## src/design/rp8u_pkg.sv

```systemverilog
// Package for the raw packed to 8-bit unpacker.
// Holds the layout codes, the decode result type and the group length helper.
// No dependencies.
`timescale 1ns / 1ps

package rp8u_pkg;

  typedef enum logic [2:0] {
    LAYOUT_U12       = 3'd0,
    LAYOUT_12MIPI    = 3'd1,
    LAYOUT_12PACKED  = 3'd2,
    LAYOUT_12SPACKED = 3'd3,
    LAYOUT_U10       = 3'd4,
    LAYOUT_10SPACKED = 3'd5,
    LAYOUT_10MIPI    = 3'd6,
    LAYOUT_UNUSED    = 3'd7
  } layout_t;

  // Decoder outcome for one byte
  typedef struct packed {
    logic       emit;
    logic [7:0] pixel;
  } decode_t;

  function automatic logic [2:0] group_length(input logic [2:0] layout);
    logic [2:0] len;
    case (layout)
      LAYOUT_U12, LAYOUT_U10:                         len = 3'd2;
      LAYOUT_12MIPI, LAYOUT_12PACKED, LAYOUT_12SPACKED: len = 3'd3;
      LAYOUT_10SPACKED, LAYOUT_10MIPI:                len = 3'd5;
      default:                                        len = 3'd1;
    endcase
    return len;
  endfunction

endpackage

```

## src/design/rp8u_decode.sv

```systemverilog
// Byte decoder of the unpacker: group phase and previous-byte state plus
// the combinational pixel extraction. Depends on rp8u_pkg.
`timescale 1ns / 1ps

module rp8u_decode import rp8u_pkg::*; (
  input  logic       clk,
  input  logic       rst,
  input  logic [2:0] layout,
  input  logic [7:0] byte_in,
  input  logic       start_in,
  input  logic       advance,
  output decode_t    result
);

  logic [2:0] byte_phase;
  logic [2:0] byte_phase_next;
  logic [7:0] held_byte;
  logic [2:0] len;
  logic [2:0] ph;
  logic [3:0] ph_inc;
  logic [7:0] p;
  logic [7:0] b;

  assign len    = group_length(layout);
  assign ph     = (start_in || (byte_phase >= len)) ? 3'd0 : byte_phase;
  assign ph_inc = {1'b0, ph} + 4'd1;
  assign byte_phase_next = (ph_inc >= {1'b0, len}) ? 3'd0 : ph_inc[2:0];
  assign p = held_byte;
  assign b = byte_in;

  always_comb begin
    result = '{emit: 1'b0, pixel: 8'd0};
    case (layout)
      LAYOUT_U12: begin
        if (ph == 3'd1) result = '{1'b1, {b[3:0], p[7:4]}};
      end
      LAYOUT_12MIPI: begin
        if (ph <= 3'd1) result = '{1'b1, b};
      end
      LAYOUT_12PACKED: begin
        if (ph == 3'd0 || ph == 3'd2) result = '{1'b1, b};
      end
      LAYOUT_12SPACKED: begin
        if (ph == 3'd1)      result = '{1'b1, {b[3:0], p[7:4]}};
        else if (ph == 3'd2) result = '{1'b1, b};
      end
      LAYOUT_U10: begin
        if (ph == 3'd1) result = '{1'b1, {b[1:0], p[7:2]}};
      end
      LAYOUT_10SPACKED: begin
        case (ph)
          3'd1:    result = '{1'b1, {b[1:0], p[7:2]}};
          3'd2:    result = '{1'b1, {b[3:0], p[7:4]}};
          3'd3:    result = '{1'b1, {b[5:0], p[7:6]}};
          3'd4:    result = '{1'b1, b};
          default: result = '{1'b0, 8'd0};
        endcase
      end
      LAYOUT_10MIPI: begin
        if (ph <= 3'd3) result = '{1'b1, b};
      end
      default: result = '{1'b0, 8'd0};
    endcase
  end

  always_ff @(posedge clk) begin
    if (rst) begin
      byte_phase <= 3'd0;
      held_byte  <= 8'd0;
    end else if (advance) begin
      byte_phase <= byte_phase_next;
      held_byte  <= b;
    end
  end

endmodule

```

## src/design/rp8u_out_reg.sv

```systemverilog
// Result register of the unpacker: holds one pixel until the sink takes it.
// Depends on rp8u_pkg.
`timescale 1ns / 1ps

module rp8u_out_reg import rp8u_pkg::*; (
  input  logic       clk,
  input  logic       rst,
  input  logic       load,
  input  decode_t    result,
  input  logic       pixel_stall,
  output logic       pixel_valid,
  output logic [7:0] pixel
);

  always_ff @(posedge clk) begin
    if (rst) begin
      pixel_valid <= 1'b0;
    end else if (load && result.emit) begin
      pixel_valid <= 1'b1;
    end else if (!pixel_stall) begin
      pixel_valid <= 1'b0;
    end
  end

  always_ff @(posedge clk) begin
    if (load && result.emit) begin
      pixel <= result.pixel;
    end
  end

endmodule

```

## src/design/raw_packed_to_8bit_unpacker.sv

```systemverilog
// Top level of the raw packed to 8-bit unpacker.
// Instantiates rp8u_decode and rp8u_out_reg; depends on rp8u_pkg.
`timescale 1ns / 1ps

// Takes a raw camera line one byte per item on the data channel and gives
// the top eight bits of each decoded pixel on the pixel channel. The
// source_layout register picks the packing: 0 u12, 1 12-bit MIPI,
// 2 12-bit packed, 3 12-bit spacked, 4 u10, 5 10-bit spacked, 6 10-bit MIPI;
// code 7 gives no pixels. line_start on a byte makes it byte 0 of a new
// group. Each byte passes an input register, then the decoder, then the
// pixel register, so a pixel is offered once its last byte leaves the input
// register. One byte is accepted every cycle while the sink keeps up. While
// the pixel register is full and the sink stalls, a byte in the input
// register that would emit a pixel is held and the data channel stalls in
// that same cycle; a byte that emits nothing still advances. Write
// source_layout only while the block is idle; a write keeps the group phase
// and the held byte.
module raw_packed_to_8bit_unpacker import rp8u_pkg::*; (
  input  logic       clk,
  input  logic       rst,
  input  logic       source_layout_we,
  input  logic [2:0] source_layout_wdata,
  input  logic       data_valid,
  output logic       data_stall,
  input  logic [7:0] data_byte,
  input  logic       line_start,
  output logic       pixel_valid,
  input  logic       pixel_stall,
  output logic [7:0] pixel
);

  logic [2:0] layout;
  logic       in_valid;
  logic [7:0] in_byte;
  logic       in_start;
  logic       advance;
  decode_t    result;

  // Layout register, reset to u12
  always_ff @(posedge clk) begin
    if (rst) begin
      layout <= LAYOUT_U12;
    end else if (source_layout_we) begin
      layout <= source_layout_wdata;
    end
  end

  // Advance the input register when its byte yields nothing, or the
  // pixel register is free or being drained this cycle.
  assign advance    = in_valid && (!result.emit || !pixel_valid || !pixel_stall);
  assign data_stall = in_valid && !advance;

  always_ff @(posedge clk) begin
    if (rst) begin
      in_valid <= 1'b0;
    end else if (!data_stall) begin
      in_valid <= data_valid;
    end
  end

  // Hold the payload while stalled
  always_ff @(posedge clk) begin
    if (data_valid && !data_stall) begin
      in_byte  <= data_byte;
      in_start <= line_start;
    end
  end

  rp8u_decode u_decode (
    .clk      (clk),
    .rst      (rst),
    .layout   (layout),
    .byte_in  (in_byte),
    .start_in (in_start),
    .advance  (advance),
    .result   (result)
  );

  rp8u_out_reg u_out_reg (
    .clk         (clk),
    .rst         (rst),
    .load        (advance),
    .result      (result),
    .pixel_stall (pixel_stall),
    .pixel_valid (pixel_valid),
    .pixel       (pixel)
  );

  // A full, stalled pixel register must block a byte that would emit
  a_no_overwrite: assert property (@(posedge clk) disable iff (rst)
    (in_valid && result.emit && pixel_valid && pixel_stall) |-> !advance)
    else $error("pixel register overwritten while stalled");

  // The unused layout code never produces a pixel
  a_code7_silent: assert property (@(posedge clk) disable iff (rst)
    (layout == LAYOUT_UNUSED) |-> !result.emit)
    else $error("pixel emitted under unused layout");

  // A pixel appears only from an emitting byte that advanced
  a_pixel_source: assert property (@(posedge clk) disable iff (rst)
    (!pixel_valid ##1 pixel_valid) |-> $past(advance && result.emit))
    else $error("pixel valid without a decoded byte");

  // Reset empties both registers
  a_reset_empty: assert property (@(posedge clk)
    rst |=> (!in_valid && !pixel_valid))
    else $error("registers not empty after reset");

endmodule
```

## config.mk

```make
export PLATFORM = sky130hd
export DESIGN_NAME = raw_packed_to_8bit_unpacker
export DESIGN_NICKNAME = d
export VERILOG_FILES = /design/src/design/rp8u_pkg.sv /design/src/design/rp8u_decode.sv /design/src/design/rp8u_out_reg.sv /design/src/design/raw_packed_to_8bit_unpacker.sv
export SDC_FILE = /design/constraint.sdc
export NUM_CORES = 1
export LEC_CHECK = 0
export BUFFER_PORTS_ARGS = -buffer_cell sky130_fd_sc_hd__buf_2
export CAP_MARGIN = 10
export CORE_ASPECT_RATIO = 1.75
export CORE_MARGIN = 2
export CORE_UTILIZATION = 50
export CTS_CLUSTER_DIAMETER = 30
export DETAILED_ROUTE_END_ITERATION = 10
export GPL_TIMING_DRIVEN = 0
export HOLD_SLACK_MARGIN = 0.05
export PLACE_DENSITY_LB_ADDON = 0.12
export SLEW_MARGIN = 20
export SYNTH_ARGS = -nofsm -noshare
export SYNTH_HDL_FRONTEND = slang
export SYNTH_HIERARCHICAL = 1
export SYNTH_SLANG_ARGS = --single-unit
```

## constraint.sdc

```tcl
create_clock -name clk -period 6 [get_ports clk]
set_input_delay 0.9 -clock clk [delete_from_list [all_inputs] [get_ports clk]]
set_output_delay 0.9 -clock clk [all_outputs]
set_load 0.005 [all_outputs]
```

==> results by group, run 1 <==
Power and ir drop
  • Power density cells: 213.5 mW/mm²
  • Maximum VDD drop: 0.0001591 V
  • Leakage power figure: 0.9284 nW
  • Final Total Pwr: 0.4885 mW

Synth
  • Flop and latch count out of synthesis: 31
  • Seq/Total Area, Yosys: 39.33%
  • Number of flops mapped to enable cells by yosys: 17
  • Syn nets: 249
  • Synth area leader: edfxtp_1
  • Syn. warnings: 6
  • Fraction of registers with async set/reset: 0%
  • Number of instances in the synthesized netlist: 221
  • Area contributors post-synth: edfxtp_1 25%, dfxtp_1 14%, ha_1 6.8%
  • Syn_area_per_cell: 9.098 µm²
  • Area fraction of the dominant cell type after synthesis: 25.39%
  • Ys flop type: edfxtp_1
  • Count of different cell masters after synthesis: 48
  • Netlist area before placement: 0.002011 mm²

Min path
  • Path category of the worst min-delay check: reg -> reg

Final layout
  • NumNets Final: 282
  • Antenna diode instance count: 0
  • Most common library cell in the layout ignoring fill and taps: buf_2
  • Final instance area: 0.002288 mm²
  • Final cell count without fillers: 303
  • Top library cells by usage in the layout, fill and taps aside: 26 x buf_2, 17 x inv_1, 17 x edfxtp_1
  • Fraction of final layout cells with drive strength greater than 1: 16.08%
  • Area grow syn2layout: 13.81%

Critical path
  • Series of cell instances along the critical path: clkbuf_1, nor2b_1, or2_2, nand2_1, ha_1, a211o_1, a31oi_1, nand2_1, ha_1, or2_2, a21oi_1, o21ai_0, a21oi_1, o211ai_1, nand4_1, inv_1, buf_2
  • Worst setup EP type: output port
  • Delay of the slowest critical-path stage: 370 ps
  • Crit start category: flip-flop
  • Worst path required time: 5100 ps
  • Arrival time worst endpoint: 4700 ps
  • Cell type of the slowest stage on the worst timing path: or2_2
  • Maximum fanout along the worst path: 9
  • Type of the worst setup path: reg -> out

Floorplan
  • Full die area: 0.004565 mm²
  • Width of the die: 51.94 µm
  • Floorplan Core Area: 0.003866 mm²
  • FP Rows: 30
  • DIE HEIGHT: 87.89 µm
  • Initial Util: 52.01%
  • I/O pin cnt: 27

GRT
  • Largest net degree at the start of global routing: 11
  • Vias in the first global route: 1801
  • First-pass GRT wire length: 8424 µm
  • Overflow left after global routing: 0
  • Number of antenna violations at the first check in global routing: 0
  • Total global routing track utilization: 25.13%

CTS
  • Number of buffers on the longest clock path: 2
  • Insertion delay of the later-clocked pin in the worst-skew pair: 280 ps
  • Cts bufs inserted: 5
  • Count of clock tree sinks: 31
  • Buffer cell driving the clock tree root: clkbuf_8
  • Hold bufs inserted after CTS: 0
  • Cells resized by post-CTS repair: 0
  • H-tree levels: 2
  • TritonCTS clock tree: yes
  • Clock edge transition at the registers on the reported setup and hold paths: 70 ps
  • Number of buffers inserted by post-CTS setup repair: 0

Detailed routing
  • Sum of routed wire length over all layers: 5328 µm
  • Iteration-0 DRC Markers: 91
  • Final ANT Viol Nets: 0
  • Post-DR wirelength/cell: 17.58 µm
  • DR vias: 1867
  • Post-DR vias/cell: 6.162
  • Number of iterations in the first detailed-routing pass: 7
  • Residual DRC: 0

STA
  • Actual transition at the worst max-transition pin: 693.1 ps
  • Final min period: 5600 ps
  • Fin crit share: 93.33%
  • Post-route worst setup slack: 400.2 ps
  • RSZ-0062 raised after global routing: no
  • Final setup violation count: 0
  • Slew Viols, Final: 0
  • Worst rel slew slack: 53.63%
  • Summed negative setup slack over all endpoints: 0 ps
  • Number of hold violations in the final report: 0
  • Maximum clock frequency: 178.6 MHz
  • Worst Skew: 5.174 ps

Placement
  • Post-Place Cell Area: 0.002201 mm²
  • IO buf count: 26
  • DP Wirelength: 4060 µm
  • Total placed cells including tap cells: 295
  • Setup WS pre-CTS: 503.1 ps
  • Placer congestion estimate: 0.9473

Flow run
  • Max Cap Violations: 0

Status
  • Status: finished, final reports clean
## kinds of logic after synthesis
logic type      count (synthesis)  synth area share (%)
simple gates                   74                 18.36
fa+ha+maj                      11                 6.845
compound gates                 65                 24.33
mux                            11                 5.476
flops                          31                 39.33
xor+xnor                        1                0.4357
buf+inv                        28                 5.227
## sequential cells by signal, summed over array words and instances (netlist names)
signal / flops
u_decode/byte_phase: 3
layout: 3
in_start: 1
in_valid: 1
u_out_reg/pixel: 8
u_out_reg/pixel_valid: 1
in_byte: 8
u_decode/held_byte: 6
## final timing paths
kind	endpoint	depth (start not counted)	slack (ps)	startpoint
hold reg to reg	layout[0]	2	510	layout[0]
setup reg to reg	u_decode/held_byte[2]	18	610	layout[0]
setup / recovery	data_stall	17	400	layout[0]
hold / removal	layout[0]	2	510	layout[0]
## power breakdown
group	internal (mW)	total, mW	switching [mW]
registers	0.238	0.251	0.0133
clock network	0.0810	0.165	0.0838
logic	0.0298	0.0728	0.0431
## area by class of cell
cell class                      instances  area, µm²
Sequential cell                        31      790.8
Clock buffer                            6      72.57
Multi-Input combinational cell        162       1115
Tap cell                               48      60.06
Timing Repair Buffer                   26      130.1
Buffer                                 10      40.04
Fill cell                             345       1578
Inverter                               18      67.56
Clock inverter                          2      12.51
## critical path, delay by kind of cell (launching register included)
kind | cells | cell delay, ps
AO/OA/AOI/OAI | 6 | 1560
AND/OR/NAND/NOR | 6 | 1380
adder cells (fa/ha/maj) | 2 | 620
buffers and inverters | 3 | 520
flip-flops | 1 | 340
## metrics by stage
step                      utilization, %  hold slack (ps)
final                              59.19            509.6
after global routing               59.19            552.6
after CTS                          59.13            521.4
after detailed placement           56.93            504.3
after global placement             56.93            503.7
after floorplan                        -            458.3
## routing by layer
metal | wire, µm | vias to the layer above | GRT usage, % | share of wire [%]
met5 | 0 | - | 0 | 0
met4 | 450 | 0 | 21.53 | 8.4
met3 | 362 | 39 | 4.608 | 6.8
met2 | 2619 | 106 | 43.15 | 49
met1 | 1896 | 821 | 25.11 | 36
li1 | - | 901 | - | -
## synth_stat cells (all sizes together), types with 2 or more instances
cell type  number
inv            18
edfxtp         17
nand2          16
dfxtp          14
nand3          14
a21oi          13
nor2           13
ha             11
mux2i          11
clkbuf          8
nand2b          6
nor3            6
o211ai          6
o21ai           6
a22oi           5
a31oi           4
nor2b           4
a211oi          3
a221oi          3
a22o            3
a311oi          3
and3            3
nand4           3
a211o           2
a21o            2
a221o           2
and2            2
buf             2
nor4            2
o221ai          2
o22ai           2
or2             2
or3             2
No activity file was read; power rests on OpenSTA's default activity.
==> run 2: changes to the inputs <==
--- a/config.mk
+++ b/config.mk
@@ -8,7 +8,7 @@
 export BUFFER_PORTS_ARGS = -buffer_cell sky130_fd_sc_hd__buf_2
 export CAP_MARGIN = 10
 export CORE_ASPECT_RATIO = 1.75
-export CORE_MARGIN = 2
+export CORE_MARGIN = 4
 export CORE_UTILIZATION = 50
 export CTS_CLUSTER_DIAMETER = 30
 export DETAILED_ROUTE_END_ITERATION = 10
==> results by group, run 2 (synthesized netlist as in run 1, its figures left out) <==
Status
  • Status: finished, final reports clean

Power and ir drop
  • Power density cells: 213.7 mW/mm²
  • Maximum VDD drop: 0.0002123 V
  • Leakage power figure: 0.9238 nW

Detailed routing
  • Final ANT Viol Nets: 0
  • Iteration-0 DRC Markers: 130
  • Post-DR vias/cell: 6.295
  • Residual DRC: 0
  • Sum of routed wire length over all layers: 5429 µm
  • DR vias: 1901
  • Post-DR wirelength/cell: 17.98 µm
  • Number of iterations in the first detailed-routing pass: 5

Placement
  • DP Wirelength: 4215 µm
  • Placer congestion estimate: 0.9281
  • Setup WS pre-CTS: 479.1 ps
  • IO buf count: 26

STA
  • Summed negative setup slack over all endpoints: 0 ps
  • Actual transition at the worst max-transition pin: 734.6 ps
  • Minimum hold slack: 532.3 ps
  • Worst rel slew slack: 50.58%
  • RSZ-0062 raised after global routing: no
  • Worst Skew: 11.24 ps
  • Final min period: 5475 ps
  • Final setup violation count: 0
  • Fin crit share: 91.25%
  • Number of hold violations in the final report: 0
  • Maximum clock frequency: 182.6 MHz
  • Slew Viols, Final: 0
  • Post-route worst setup slack: 524.8 ps

Final layout
  • Count of fill cells added during filler insertion: 357
  • Top library cells by usage in the layout, fill and taps aside: 26 x buf_2, 17 x inv_1, 17 x edfxtp_1
  • Area grow syn2layout: 13.57%
  • Most common library cell in the layout ignoring fill and taps: buf_2
  • NumNets Final: 281
  • Fraction of final layout cells with drive strength greater than 1: 15.75%
  • Registers with the highest flip-flop counts: in_byte x8, u_out_reg/pixel x8, u_decode/held_byte x6
  • Antenna diode instance count: 0

GRT
  • Number of antenna violations at the first check in global routing: 0
  • Largest net degree at the start of global routing: 11
  • Vias in the first global route: 1978
  • Total global routing track utilization: 22.83%
  • Overflow left after global routing: 0
  • First-pass GRT wire length: 9177 µm

Min path
  • Hold wc startpoint: u_decode/held_byte[3]
  • Path category of the worst min-delay check: reg -> reg
  • Hold worst-path end: u_decode/held_byte[3]
  • Hold path cells: 2

CTS
  • Count of clock tree sinks: 31
  • Buffer cell driving the clock tree root: clkbuf_8
  • Insertion delay of the later-clocked pin in the worst-skew pair: 290 ps
  • Clock edge transition at the registers on the reported setup and hold paths: 70 ps
  • Number of buffers on the longest clock path: 2
  • H-tree levels: 2
  • Cts bufs inserted: 5
  • TritonCTS clock tree: yes

Critical path
  • Crit start category: flip-flop
  • Series of cell instances along the critical path: clkbuf_1, nor2b_1, or2_2, nand2_1, ha_1, a211o_1, a31oi_1, nand2_1, ha_1, or2_2, a21oi_1, o21ai_1, a21oi_1, o211ai_1, nand4_1, inv_1, buf_2
  • Startpoint of the worst-slack reg-to-reg timing path: layout[0]
  • Arrival time worst endpoint: 4580 ps
  • Cell type of the slowest stage on the worst timing path: or2_2
  • Worst setup EP type: output port
  • Type of the worst setup path: reg -> out
  • Maximum fanout along the worst path: 9
  • Worst reg2reg path endpoint: u_decode/held_byte[7]
  • Delay of the slowest critical-path stage: 360 ps
  • Worst path required time: 5100 ps
  • Cell depth of the worst flop-to-flop path: 18
  • Register-to-register setup slack: 750 ps

Floorplan
  • I/O pin cnt: 27
  • DIE HEIGHT: 91.89 µm
  • Full die area: 0.005140 mm²
  • Width of the die: 55.94 µm
  • FP Rows: 30
  • Floorplan Core Area: 0.003866 mm²
  • Initial Util: 52.01%

Flow run
  • Max Cap Violations: 0
-- run 2: worst max path at each step --
stage,end,depth (start not counted),from
global route,data_stall,17,layout[0]
floorplan,data_stall,17,layout[0]
finish,data_stall,17,layout[0]
global placement,data_stall,18,layout[0]
CTS,data_stall,18,layout[0]
detailed placement,data_stall,18,layout[0]
-- run 2: stage by stage --
stage	instance area, µm²	instances	util (%)	power [mW]
global placement	2201	295	56.93	0.3263
finish	2283	302	59.06	0.4879
floorplan	2011	221	-	0.3003
detailed placement	2201	295	56.93	0.3275
CTS	2286	303	59.13	0.4916
global route	2283	302	59.06	0.5097
-- run 2: metal layers --
| layer | routed length [µm] | track usage, % | vias to the layer above |
|---|---|---|---|
| li1 | - | - | 901 |
| met1 | 1901 | 23.21 | 879 |
| met2 | 2953 | 41.01 | 92 |
| met3 | 293 | 4.507 | 29 |
| met4 | 280 | 15.45 | 0 |
| met5 | 0 | 0 | - |
-- run 2: power by group --
part / switching (mW) / internal, mW / total (mW) / leakage [nW]
sequential: 0.0136 / 0.238 / 0.251 / 0.274
clock: 0.0834 / 0.0810 / 0.164 / 0.0412
combinational: 0.0427 / 0.0296 / 0.0723 / 0.609
-- run 2: what timing repair did --
item,in CTS,in global routing
hold buffers,0,0
setup buffers,0,0
resized for setup,0,3
setup endpoints to repair,0,1
-- run 2: critical path: cells and delay by family (launching register included) --
family | cells | cell delay [ps]
AOI/OAI and AO/OA | 6 | 1470
adders and majority gates | 2 | 620
buffers and inverters | 3 | 480
DFF | 1 | 350
and+or+nand+nor | 6 | 1380
-- run 2: final cells by class --
class	instances	area [µm²]	area share, %
multi-input combinational	162	1115	48.82
clock buffer	6	72.57	3.178
tap	48	60.06	2.630
timing repair buffer	26	130.1	5.699
buffer	9	35.03	1.534
clock inverter	2	12.51	0.5479
inverter	18	67.56	2.959
sequential	31	790.8	34.63
